### config.mk
export PLATFORM = sky130hd
export DESIGN_NAME = order_queue_residual_tracker_flat
export DESIGN_NICKNAME = d
export VERILOG_FILES = /design/src/hdl/oqrt_pkg.sv /design/src/hdl/oqrt_stream_if.sv /design/src/hdl/order_queue_residual_tracker.sv /design/src/hdl/oqrt_cell.sv /design/src/flat_wrapper.sv
export VERILOG_INCLUDE_DIRS = /design/src /design/src/hdl
export SDC_FILE = /design/constraint.sdc
export NUM_CORES = 2
export LEC_CHECK = 0
export BUFFER_PORTS_ARGS = -buffer_cell sky130_fd_sc_hd__buf_4
export CAP_MARGIN = 20
export CELL_PAD_IN_SITES_DETAIL_PLACEMENT = 1
export CELL_PAD_IN_SITES_GLOBAL_PLACEMENT = 1
export CORE_ASPECT_RATIO = 1.4
export CORE_MARGIN = 1.5
export CORE_UTILIZATION = 25
export CTS_CLUSTER_DIAMETER = 60
export DETAILED_ROUTE_END_ITERATION = 6
export GPL_TIMING_DRIVEN = 1
export PLACE_DENSITY = 0.5
export SLEW_MARGIN = 0
export SYNTH_ARGS = -nofsm -noshare
export SYNTH_HDL_FRONTEND = slang
export SYNTH_SLANG_ARGS = --single-unit
### constraint.sdc
create_clock -name clk_i -period 6.75 [get_ports clk_i]
set_input_delay 0.3375 -clock clk_i [delete_from_list [all_inputs] [get_ports clk_i]]
set_output_delay 0.3375 -clock clk_i [all_outputs]
set_load 0.02 [all_outputs]
### src/hdl/order_queue_residual_tracker_assert.svh
// assertion macros shared by the order queue residual tracker
`ifndef ORDER_QUEUE_RESIDUAL_TRACKER_ASSERT_SVH
`define ORDER_QUEUE_RESIDUAL_TRACKER_ASSERT_SVH

`ifndef ASSERT_OFF

// property that must hold at every clock edge out of reset
`define OQRT_ASSERT(lbl, prop, msg) \
  lbl: assert property (@(posedge clk_i) disable iff (!rst_ni) (prop)) else $error(msg);

// property whose consequent must hold in the cycle after the trigger
`define OQRT_ASSERT_NEXT(lbl, ante, cons, msg) \
  lbl: assert property (@(posedge clk_i) disable iff (!rst_ni) (ante) |=> (cons)) \
    else $error(msg);

`else

`define OQRT_ASSERT(lbl, prop, msg)
`define OQRT_ASSERT_NEXT(lbl, ante, cons, msg)

`endif

`endif

### src/hdl/oqrt_pkg.sv
// shared constants, types and codes of the order queue residual tracker
package oqrt_pkg;

  // queue geometry
  localparam int unsigned QUEUE_DEPTH = 24;
  localparam int unsigned IDX_W       = $clog2(QUEUE_DEPTH);
  localparam int unsigned CNT_W       = $clog2(QUEUE_DEPTH + 1);

  // field widths
  localparam int unsigned SRC_W  = 6;
  localparam int unsigned SIZE_W = 48;
  localparam int unsigned TIME_W = 40;
  localparam int unsigned POS_W  = 6;

  localparam logic [SIZE_W-1:0] SIZE_MAX = '1;

  // operation codes
  localparam logic OP_CHANGE = 1'b0;
  localparam logic OP_SEED   = 1'b1;

  // one resting block
  typedef struct packed {
    logic [SRC_W-1:0]  src;
    logic [SIZE_W-1:0] size;
    logic [TIME_W-1:0] born;
  } entry_t;

  // what a cell does this cycle
  typedef enum logic [1:0] {
    CELL_HOLD,
    CELL_SHIFT,
    CELL_HEAD,
    CELL_LOAD
  } cell_cmd_e;

  // controller states
  typedef enum logic [1:0] {
    ST_IDLE,
    ST_EAT,
    ST_EMIT
  } state_e;

endpackage

### src/hdl/oqrt_stream_if.sv
// request and result channel interfaces of the order queue residual tracker
interface oqrt_in_if;
  logic                         valid;
  logic                         ready;
  logic                         operation;
  logic [oqrt_pkg::SRC_W-1:0]   source_id;
  logic [oqrt_pkg::SIZE_W-1:0]  new_size;
  logic [oqrt_pkg::SIZE_W-1:0]  old_size;
  logic [oqrt_pkg::TIME_W-1:0]  now_time;

  modport source (
    output valid, operation, source_id, new_size, old_size, now_time,
    input  ready
  );
  modport sink (
    input  valid, operation, source_id, new_size, old_size, now_time,
    output ready
  );
endinterface

interface oqrt_out_if;
  logic                         valid;
  logic                         ready;
  logic                         valid_res;
  logic [oqrt_pkg::POS_W-1:0]   position;
  logic [oqrt_pkg::SRC_W-1:0]   block_source;
  logic [oqrt_pkg::SIZE_W-1:0]  block_size;
  logic [oqrt_pkg::TIME_W-1:0]  block_born;
  logic                         last;

  modport source (
    output valid, valid_res, position, block_source, block_size, block_born, last,
    input  ready
  );
  modport sink (
    input  valid, valid_res, position, block_source, block_size, block_born, last,
    output ready
  );
endinterface

### src/hdl/order_queue_residual_tracker.sv
// top level: row of queue cells with its sequencing controller
//
//  channel  | dir | handshake     | payload
//  ---------+-----+---------------+-----------------------------------------------
//  req_i    | in  | valid / ready | operation, source_id, new_size, old_size, now_time
//  res_o    | out | valid / ready | valid_res, position, block_source, block_size,
//           |     |               | block_born, last
//
// one request at a time: it is taken, then for a decrease the blocks removed at the head go
// one per step, plus a final head compare and subtract step, then max(1, blocks) results
// follow, each a rotation of the cell row
// reset empties the queue at once; cell contents are not cleared
// a stalled result holds the row; no request is taken until the last result goes

`include "order_queue_residual_tracker_assert.svh"

module order_queue_residual_tracker (
  input logic        clk_i,
  input logic        rst_ni,
  oqrt_in_if.sink    req_i,
  oqrt_out_if.source res_o
);

  localparam int unsigned D = oqrt_pkg::QUEUE_DEPTH;

  oqrt_pkg::state_e                 st_q, st_d;
  logic [oqrt_pkg::CNT_W-1:0]       count_q, count_d;
  logic [oqrt_pkg::SIZE_W-1:0]      need_q, need_d;
  logic [oqrt_pkg::IDX_W-1:0]       idx_q, idx_d;

  oqrt_pkg::cell_cmd_e              cmd   [D];
  oqrt_pkg::entry_t                 ent   [D];
  oqrt_pkg::entry_t                 load_ent;
  oqrt_pkg::entry_t                 head, tail;

  logic                             req_fire, res_fire;
  logic                             is_up, is_down, full;
  logic [oqrt_pkg::SIZE_W-1:0]      up_amt, down_amt;
  logic [oqrt_pkg::SIZE_W:0]        merge_sum;
  logic [oqrt_pkg::SIZE_W-1:0]      merge_size;
  logic [oqrt_pkg::TIME_W-1:0]      merge_born;
  logic                             eat_go, head_eaten, last_res;

  // the row of cells, a ring; a rotation brings the head round to the last occupied cell
  for (genvar i = 0; i < D; i++) begin : g_cell
    oqrt_cell u_cell (
      .clk_i  (clk_i),
      .cmd_i  (cmd[i]),
      .next_i (ent[(i + 1) % D]),
      .head_i (ent[0]),
      .load_i (load_ent),
      .ent_o  (ent[i])
    );
  end

  assign head = ent[0];
  assign tail = ent[D-1];

  // handshakes and request decode
  assign req_fire = req_i.valid && req_i.ready;
  assign res_fire = res_o.valid && res_o.ready;
  assign is_up    = req_i.new_size > req_i.old_size;
  assign is_down  = req_i.new_size < req_i.old_size;
  assign up_amt   = req_i.new_size - req_i.old_size;
  assign down_amt = req_i.old_size - req_i.new_size;
  assign full     = count_q == oqrt_pkg::CNT_W'(D);

  // overflow merge into the tail block, size saturates
  assign merge_sum  = {1'b0, tail.size} + {1'b0, up_amt};
  assign merge_size = merge_sum[oqrt_pkg::SIZE_W] ? oqrt_pkg::SIZE_MAX
                                                  : merge_sum[oqrt_pkg::SIZE_W-1:0];
  assign merge_born = ((tail.born != '0) &&
                       ((req_i.now_time == '0) || (req_i.now_time < tail.born)))
                      ? req_i.now_time : tail.born;

  // head consumption and read-out status
  assign eat_go     = (need_q != '0) && (count_q != '0);
  assign head_eaten = head.size <= need_q;
  assign last_res   = (count_q == '0) ||
                      ((oqrt_pkg::CNT_W'(idx_q) + 1'b1) == count_q);

  // next state
  always_comb begin
    st_d    = st_q;
    count_d = count_q;
    need_d  = need_q;
    idx_d   = idx_q;
    case (st_q)
      oqrt_pkg::ST_IDLE: begin
        if (req_fire) begin
          idx_d = '0;
          st_d  = oqrt_pkg::ST_EMIT;
          if (req_i.operation == oqrt_pkg::OP_SEED) begin
            count_d = oqrt_pkg::CNT_W'(1);
          end else if (is_down) begin
            need_d = down_amt;
            st_d   = oqrt_pkg::ST_EAT;
          end else if (is_up && !full) begin
            count_d = count_q + 1'b1;
          end
        end
      end
      oqrt_pkg::ST_EAT: begin
        if (!eat_go) begin
          st_d = oqrt_pkg::ST_EMIT;
        end else if (head_eaten) begin
          need_d  = need_q - head.size;
          count_d = count_q - 1'b1;
        end else begin
          need_d = '0;
          st_d   = oqrt_pkg::ST_EMIT;
        end
      end
      oqrt_pkg::ST_EMIT: begin
        if (res_fire) begin
          if (last_res) begin
            idx_d = '0;
            st_d  = oqrt_pkg::ST_IDLE;
          end else begin
            idx_d = idx_q + 1'b1;
          end
        end
      end
      default: st_d = oqrt_pkg::ST_IDLE;
    endcase
  end

  // cell commands, load data and channel outputs
  always_comb begin
    req_i.ready = st_q == oqrt_pkg::ST_IDLE;
    res_o.valid = st_q == oqrt_pkg::ST_EMIT;
    load_ent    = head;
    for (int i = 0; i < D; i++) begin
      cmd[i] = oqrt_pkg::CELL_HOLD;
    end
    case (st_q)
      oqrt_pkg::ST_IDLE: begin
        if (req_fire) begin
          if (req_i.operation == oqrt_pkg::OP_SEED) begin
            cmd[0]   = oqrt_pkg::CELL_LOAD;
            load_ent = '{src: req_i.source_id, size: req_i.new_size, born: '0};
          end else if (is_up && full) begin
            cmd[D-1] = oqrt_pkg::CELL_LOAD;
            load_ent = '{src: tail.src, size: merge_size, born: merge_born};
          end else if (is_up) begin
            load_ent = '{src: req_i.source_id, size: up_amt, born: req_i.now_time};
            for (int i = 0; i < D; i++) begin
              if (count_q == oqrt_pkg::CNT_W'(i)) begin
                cmd[i] = oqrt_pkg::CELL_LOAD;
              end
            end
          end
        end
      end
      oqrt_pkg::ST_EAT: begin
        if (eat_go) begin
          if (head_eaten) begin
            for (int i = 0; i < D; i++) begin
              cmd[i] = oqrt_pkg::CELL_SHIFT;
            end
          end else begin
            cmd[0]   = oqrt_pkg::CELL_LOAD;
            load_ent = '{src: head.src, size: head.size - need_q, born: head.born};
          end
        end
      end
      oqrt_pkg::ST_EMIT: begin
        // rotate the occupied part of the row by one block
        if (res_fire && (count_q != '0)) begin
          for (int i = 0; i < D; i++) begin
            if ((oqrt_pkg::CNT_W'(i) + 1'b1) == count_q) begin
              cmd[i] = oqrt_pkg::CELL_HEAD;
            end else if ((oqrt_pkg::CNT_W'(i) + 1'b1) < count_q) begin
              cmd[i] = oqrt_pkg::CELL_SHIFT;
            end
          end
        end
      end
      default: ;
    endcase

    // result payload, all zero but last for an empty queue
    res_o.last = last_res;
    if (count_q == '0) begin
      res_o.valid_res    = 1'b0;
      res_o.position     = '0;
      res_o.block_source = '0;
      res_o.block_size   = '0;
      res_o.block_born   = '0;
    end else begin
      res_o.valid_res    = 1'b1;
      res_o.position     = oqrt_pkg::POS_W'(idx_q);
      res_o.block_source = head.src;
      res_o.block_size   = head.size;
      res_o.block_born   = head.born;
    end
  end

  // control registers
  always_ff @(posedge clk_i or negedge rst_ni) begin
    if (!rst_ni) begin
      st_q    <= oqrt_pkg::ST_IDLE;
      count_q <= '0;
      need_q  <= '0;
      idx_q   <= '0;
    end else begin
      st_q    <= st_d;
      count_q <= count_d;
      need_q  <= need_d;
      idx_q   <= idx_d;
    end
  end

  // checks
  `OQRT_ASSERT(a_count_bound, count_q <= oqrt_pkg::CNT_W'(D), "queue count above depth")
  `OQRT_ASSERT(a_one_side, !(req_i.ready && res_o.valid), "request taken during read-out")
  `OQRT_ASSERT_NEXT(a_eat_step, st_q == oqrt_pkg::ST_EAT, (count_q == $past(count_q)) || (count_q == $past(count_q) - 1'b1), "more than one block removed in a cycle")
  `OQRT_ASSERT_NEXT(a_last_idle, res_fire && res_o.last, st_q == oqrt_pkg::ST_IDLE, "no return to idle after final result")

endmodule

### src/hdl/oqrt_cell.sv
// one queue cell: holds a block and takes it from its neighbour, the head or a load
module oqrt_cell (
  input  logic                clk_i,
  input  oqrt_pkg::cell_cmd_e cmd_i,
  input  oqrt_pkg::entry_t    next_i,
  input  oqrt_pkg::entry_t    head_i,
  input  oqrt_pkg::entry_t    load_i,
  output oqrt_pkg::entry_t    ent_o
);

  oqrt_pkg::entry_t ent_q, ent_d;

  // select the incoming block
  always_comb begin
    case (cmd_i)
      oqrt_pkg::CELL_HOLD:  ent_d = ent_q;
      oqrt_pkg::CELL_SHIFT: ent_d = next_i;
      oqrt_pkg::CELL_HEAD:  ent_d = head_i;
      oqrt_pkg::CELL_LOAD:  ent_d = load_i;
      default:              ent_d = ent_q;
    endcase
  end

  // block storage, no reset needed
  always_ff @(posedge clk_i) begin
    ent_q <= ent_d;
  end

  assign ent_o = ent_q;

endmodule
### src/flat_wrapper.sv
// flat-port wrapper written by rule: the top's interface ports become plain ports
module order_queue_residual_tracker_flat 
  (clk_i, rst_ni, req_i_valid, req_i_operation, req_i_source_id, req_i_new_size, req_i_old_size, req_i_now_time, req_i_ready, res_o_valid, res_o_valid_res, res_o_position, res_o_block_source, res_o_block_size, res_o_block_born, res_o_last, res_o_ready);
  oqrt_in_if req_i_i ();
  oqrt_out_if res_o_i ();
  input logic clk_i;
  input logic rst_ni;
  input wire logic [$bits(req_i_i.valid)-1:0] req_i_valid;
  input wire logic [$bits(req_i_i.operation)-1:0] req_i_operation;
  input wire logic [$bits(req_i_i.source_id)-1:0] req_i_source_id;
  input wire logic [$bits(req_i_i.new_size)-1:0] req_i_new_size;
  input wire logic [$bits(req_i_i.old_size)-1:0] req_i_old_size;
  input wire logic [$bits(req_i_i.now_time)-1:0] req_i_now_time;
  output wire logic [$bits(req_i_i.ready)-1:0] req_i_ready;
  output wire logic [$bits(res_o_i.valid)-1:0] res_o_valid;
  output wire logic [$bits(res_o_i.valid_res)-1:0] res_o_valid_res;
  output wire logic [$bits(res_o_i.position)-1:0] res_o_position;
  output wire logic [$bits(res_o_i.block_source)-1:0] res_o_block_source;
  output wire logic [$bits(res_o_i.block_size)-1:0] res_o_block_size;
  output wire logic [$bits(res_o_i.block_born)-1:0] res_o_block_born;
  output wire logic [$bits(res_o_i.last)-1:0] res_o_last;
  input wire logic [$bits(res_o_i.ready)-1:0] res_o_ready;
  assign req_i_i.valid = req_i_valid;
  assign req_i_i.operation = req_i_operation;
  assign req_i_i.source_id = req_i_source_id;
  assign req_i_i.new_size = req_i_new_size;
  assign req_i_i.old_size = req_i_old_size;
  assign req_i_i.now_time = req_i_now_time;
  assign req_i_ready = req_i_i.ready;
  assign res_o_valid = res_o_i.valid;
  assign res_o_valid_res = res_o_i.valid_res;
  assign res_o_position = res_o_i.position;
  assign res_o_block_source = res_o_i.block_source;
  assign res_o_block_size = res_o_i.block_size;
  assign res_o_block_born = res_o_i.block_born;
  assign res_o_last = res_o_i.last;
  assign res_o_i.ready = res_o_ready;
  order_queue_residual_tracker u_core (.clk_i(clk_i), .rst_ni(rst_ni), .req_i(req_i_i), .res_o(res_o_i));
endmodule
# Word-level counts from Yosys, hierarchy flattened
# Cells that the tools add are included.
# classes
add_sub_neg	8
multipliers	0
n_div	0
magnitude_cmp	28
eq_ne	133
shift	0
muxes	146
bitwise	0
reduce_logical	48
# ops
op	n
94-bit one-hot mux with 3 select lines	22
94-bit one-hot mux with 2 select lines	3
48-bit two-way mux	11
94-bit two-way mux	4
48-bit subtractor	4
88-bit two-way mux	2
48-bit one-hot mux with 3 select lines	1
2-bit two-way mux	58
2-bit equality test (second input constant)	49
48-bit one-hot mux with 2 select lines	1
46-bit two-way mux	2
40-bit two-way mux	2
2-bit by 1-bit equality test with 1-bit output (second input constant)	25
2-bit logical NOT	25
5-bit two-way mux	10
48-bit by 48-bit adder with 49-bit output	1
48-bit > comparator	1
48-bit less-or-equal comparator	1
48-bit less-than comparator	1
48-bit nonzero test	1
5-bit equality test (first input constant)	9
5-bit equality test (second input constant)	9
5-bit less-than comparator (first input constant)	9
45-bit two-way mux	1
36 further kinds	111
# word_totals
regBits	2316
latchBits	0
ramBits	0
romBits	0
inputBits	147
n_memories	0

# Logic depth before layout (Yosys ltp)
# logic_depth
depth_word	10
mapped_depth	28
ltp_nobuf	24

# Modules after synthesis
# A second synthesis with hierarchy kept.
# unflattened
cells_unflattened	13301
area_unflattened_um2	138457.8
# by_module_without_submodules
module	instances	cells_per_inst	area_per_inst_um2	seq_area_each_um2
oqrt_cell	24	409	4814.6	2822.7
order_queue_residual_tracker	1	3485	22907.0	1501.4

# Worst setup path before layout
# OpenSTA, ideal clock, no wires.
# synth_path
path_type	reg-to-reg
start	register u_core.count_q[0] in the netlist's numbering
end	register u_core.g_cell[11].u_cell.ent_q (netlist bit u_core.g_cell[11].u_cell.ent_o[0]) (enable)
setup_ps	571
arrival_time_ps	6508
t_required_ps	6179
setup_slack_ps	-330
path_stages_with_launch	11
path_cell_list	dfrtp_1 > clkinv_1 > ha_1 > clkbuf_1 > nor2b_1 > clkbuf_1 > and2_1 > clkbuf_1 > inv_2 > nand2_1 > o211ai_1
# synth_between
elab_chain_len	8
# synth_rtl
item	line	source
from (decl)	order_queue_residual_tracker.sv:27	logic [oqrt_pkg::CNT_W-1:0] count_q, count_d;
from (signal assigned)	order_queue_residual_tracker.sv:208	count_q <= count_d;
5-bit by 4-bit equality test with 1-bit output	order_queue_residual_tracker.sv:148	if (count_q == oqrt_pkg::CNT_W'(i)) begin
2-bit two-way mux	order_queue_residual_tracker.sv:148	
48-bit two-way mux	order_queue_residual_tracker.sv:145	end else if (is_up) begin
46-bit two-way mux	order_queue_residual_tracker.sv:142	end else if (is_up && full) begin
46-bit two-way mux	order_queue_residual_tracker.sv:139	if (req_i.operation == oqrt_pkg::OP_SEED) begin
48-bit two-way mux	order_queue_residual_tracker.sv:138	if (req_fire) begin
48-bit one-hot mux with 3 select lines *	order_queue_residual_tracker.sv:136	case (st_q)
2-bit logical NOT *	oqrt_cell.sv:15	case (cmd_i)
to (signal assigned)	oqrt_cell.sv:26	ent_q <= ent_d;
to (decl)	oqrt_cell.sv:11	oqrt_pkg::entry_t ent_q, ent_d;
# Every way passes the cells marked *; elsewhere a longest branch is shown, timed or not.
# A chain may end at the register's enable or synchronous reset.

==> impl_metrics.json <==
{
  "status": "finished clean",
  "cap_violations": 0,
  "grt_pass1_wl_um": 877000,
  "avgSynthCellArea_um2": 10.8,
  "synth_edf_count": 2256,
  "layoutNonFillerInstCount": 18000,
  "layout_commonest_cell": "edfxtp_1",
  "power_density_mw_per_mm2": 487,
  "drt-initial-drc-count": 10800,
  "fmaxAchievable_ghz": 0.155,
  "yosysWarnings": 0,
  "coreArea_mm2": 0.492,
  "worst_path_max_delay_cell": "dlygate4sd3_1",
  "postCtsSetupBuffers": 0,
  "drc": 0,
  "num_rows": 305,
  "cts_max_level": 5,
  "endpoint_kind": "flip-flop",
  "dp_cells": 17500,
  "max_slew_margin_pct": 19.6,
  "dr_total_vias": 105000,
  "setup_viol": 0,
  "slowest_delay_ns": 0.53,
  "crit_top_cell": "buf_4",
  "root_buffer": "clkbuf_16",
  "crit_type": "input pin to flip-flop",
  "grt_max_degree": 96,
  "num_io_pins": 251,
  "first_global_vias": 110000,
  "ys_ff_latch": 2316,
  "preCtsSetupSlack_ns": -0.573,
  "die_area_mm2": 0.498,
  "ant_nets": 0,
  "clock_path_buffers": 4,
  "wirelength_um": 626000,
  "rsz0062_at_grt": "false",
  "skew_ns": 0.0868,
  "tightest_slew_ns": 1.21,
  "arrival_ns": 7.07,
  "synth_ff_type": "edfxtp_1",
  "setup_ws_ns": 0.296,
  "grt_antenna_before_repair": 26,
  "hold_path.class": "input pin to flip-flop",
  "hold_ws_ns": 0.0684,
  "fin_nets": 11800,
  "grtUsageTotal_pct": 24.3,
  "netlist_instances": 11400,
  "async_reset_ff_share_pct": 2.59,
  "fin_crit_ns": 6.45,
  "initial_utilization_pct": 25.1,
  "cts_sinks": 2316,
  "ys_seq_area_share_pct": 56.1,
  "vias_per_cell": 5.83,
  "synth_fp_nets": 11900,
  "final_cell_mix": "edfxtp_1 (2,256), a22oi_1 (2,085), o21ai_0 (1,806)",
  "drive_above_1_share_pct": 14.1,
  "post-dp-hpwl_um": 396000,
  "cts.clk_slew.worst_paths_ns": 0.06,
  "p_total_mw": 70.9,
  "cp-start-kind": "input pin",
  "die_height_um": 835,
  "gp_congestion": 0.894,
  "p_leak_nw": 53.0,
  "area_growth_pct": 17.9,
  "cts_tree": "built",
  "crit_required_ns": 7.36,
  "grt.overflow.total": 0,
  "die_width_um": 597,
  "io_buffer_count": 249,
  "hold_viol": 0,
  "finalMaxSlewViolations": 0,
  "synthDistinctLibCells": 114,
  "routedWlPerCell_um": 34.7,
  "netlist_area_mm2": 0.123,
  "cp_max_fo": 24,
  "cts-buffers-inserted": 270,
  "timing.setup.tns_ns": 0,
  "min_period_over_period_pct": 95.6,
  "clock_latency_ns": 0.94,
  "first_pass_iters": 6,
  "irDropWorstVdd_v": 0.000378
}
-- cell usage after synthesis (all sizes together) (94+ instances only) --
cell | number | area (um2)
a21o | 149 | 1120
a21oi | 471 | 2380
a22oi | 2086 | 15700
buf | 317 | 1710
clkbuf | 1064 | 4020
edfxtp | 2256 | 67700
ha | 289 | 3620
inv | 279 | 1050
nand2 | 384 | 1450
nand3 | 94 | 475
nor2 | 352 | 1360
o21ai | 2485 | 12500
xnor2 | 133 | 1160
xor2 | 95 | 832
-- metal layers --
metal | up-vias | track usage (%) | share of wire (%)
met2 | 4440 | 44.0 | 51
met3 | 1205 | 3.00 | 5.6
met4 | 0 | 10.8 | 4.9
li1 | 44300 | - | -
met1 | 55200 | 28.6 | 39
met5 | - | 0 | 0
-- where the power goes --
group / switching (mW) / total (mW) / internal, mW
clock network: 6.41 / 14.6 / 8.18
registers: 2.25 / 25.1 / 22.8
logic: 21.4 / 31.2 / 9.77
-- what timing repair did --
action / CTS / global route
hold endpoints to repair: 75 / 0
gates resized for setup: 0 / 3
setup endpoints to repair: 0 / 667
hold buffers: 10 / 0
-- sequential cells by signal, indices dropped and copies added, names as in the netlist --
signal / cells
u_core.count_q: 5
u_core.g_cell.u_cell.ent_o: 2256
u_core.idx_q: 5
u_core.need_q: 48
u_core.st_q: 2
-- path summary, 6_finish.rpt --
kind | slack, ns | to | from | depth (start not counted)
setup / recovery | 0.30 | u_core.g_cell[15].u_cell.ent_o[82] | req_i_new_size[15] | 28
hold / removal | 0.07 | u_core.g_cell[22].u_cell.ent_o[91] | req_i_source_id[3] | 4
setup reg to reg | 1.05 | u_core.g_cell[8].u_cell.ent_o[87] | u_core.g_cell[0].u_cell.ent_o[43] | 16
hold reg to reg | 0.50 | u_core.g_cell[6].u_cell.ent_o[37] | u_core.g_cell[7].u_cell.ent_o[37] | 2
max in group asynchronous | 5.34 | u_core.count_q[0] | rst_ni | 4
min in group asynchronous | 0.52 | u_core.need_q[18] | rst_ni | 4
-- stage by stage --
stage	instance area, um2	utilization, %
3_5_place_dp	137000	27.8
5_1_grt	146000	29.6
2_1_floorplan	124000	-
6_report	146000	29.6
3_3_place_gp	137000	27.8
4_1_cts	145000	29.5
-- worst max-delay path, delay by kind of cell --
family / cells / cell delay (ns)
AO/OA/AOI/OAI: 9 / 2.40
XOR/XNOR: 2 / 0.40
buffers and inverters: 8 / 1.92
AND/OR/NAND/NOR: 7 / 1.37
adder cells (fa/ha/maj): 2 / 0.60
-- logic make-up after synthesis --
kind of cell	share of synthesized area, %
other cells	0.00304
compound gates	29.0
buf+inv	5.49
flops	56.1
mux	0.0517
simple gates	4.77
fa+ha+maj	3.01
xor+xnor	1.62
-- final cells by class --
cell class | count | area (um2)
clock buffer | 335 | 7260
multi-input combinational | 7453 | 48600
sequential | 2316 | 69200
antenna | 9 | 22.5
clock inverter | 129 | 1060
fill | 54100 | 347000
timing repair buffer | 1053 | 10300
inverter | 281 | 1060
tap | 6447 | 8070
No activity file was read; power rests on OpenSTA's default activity.
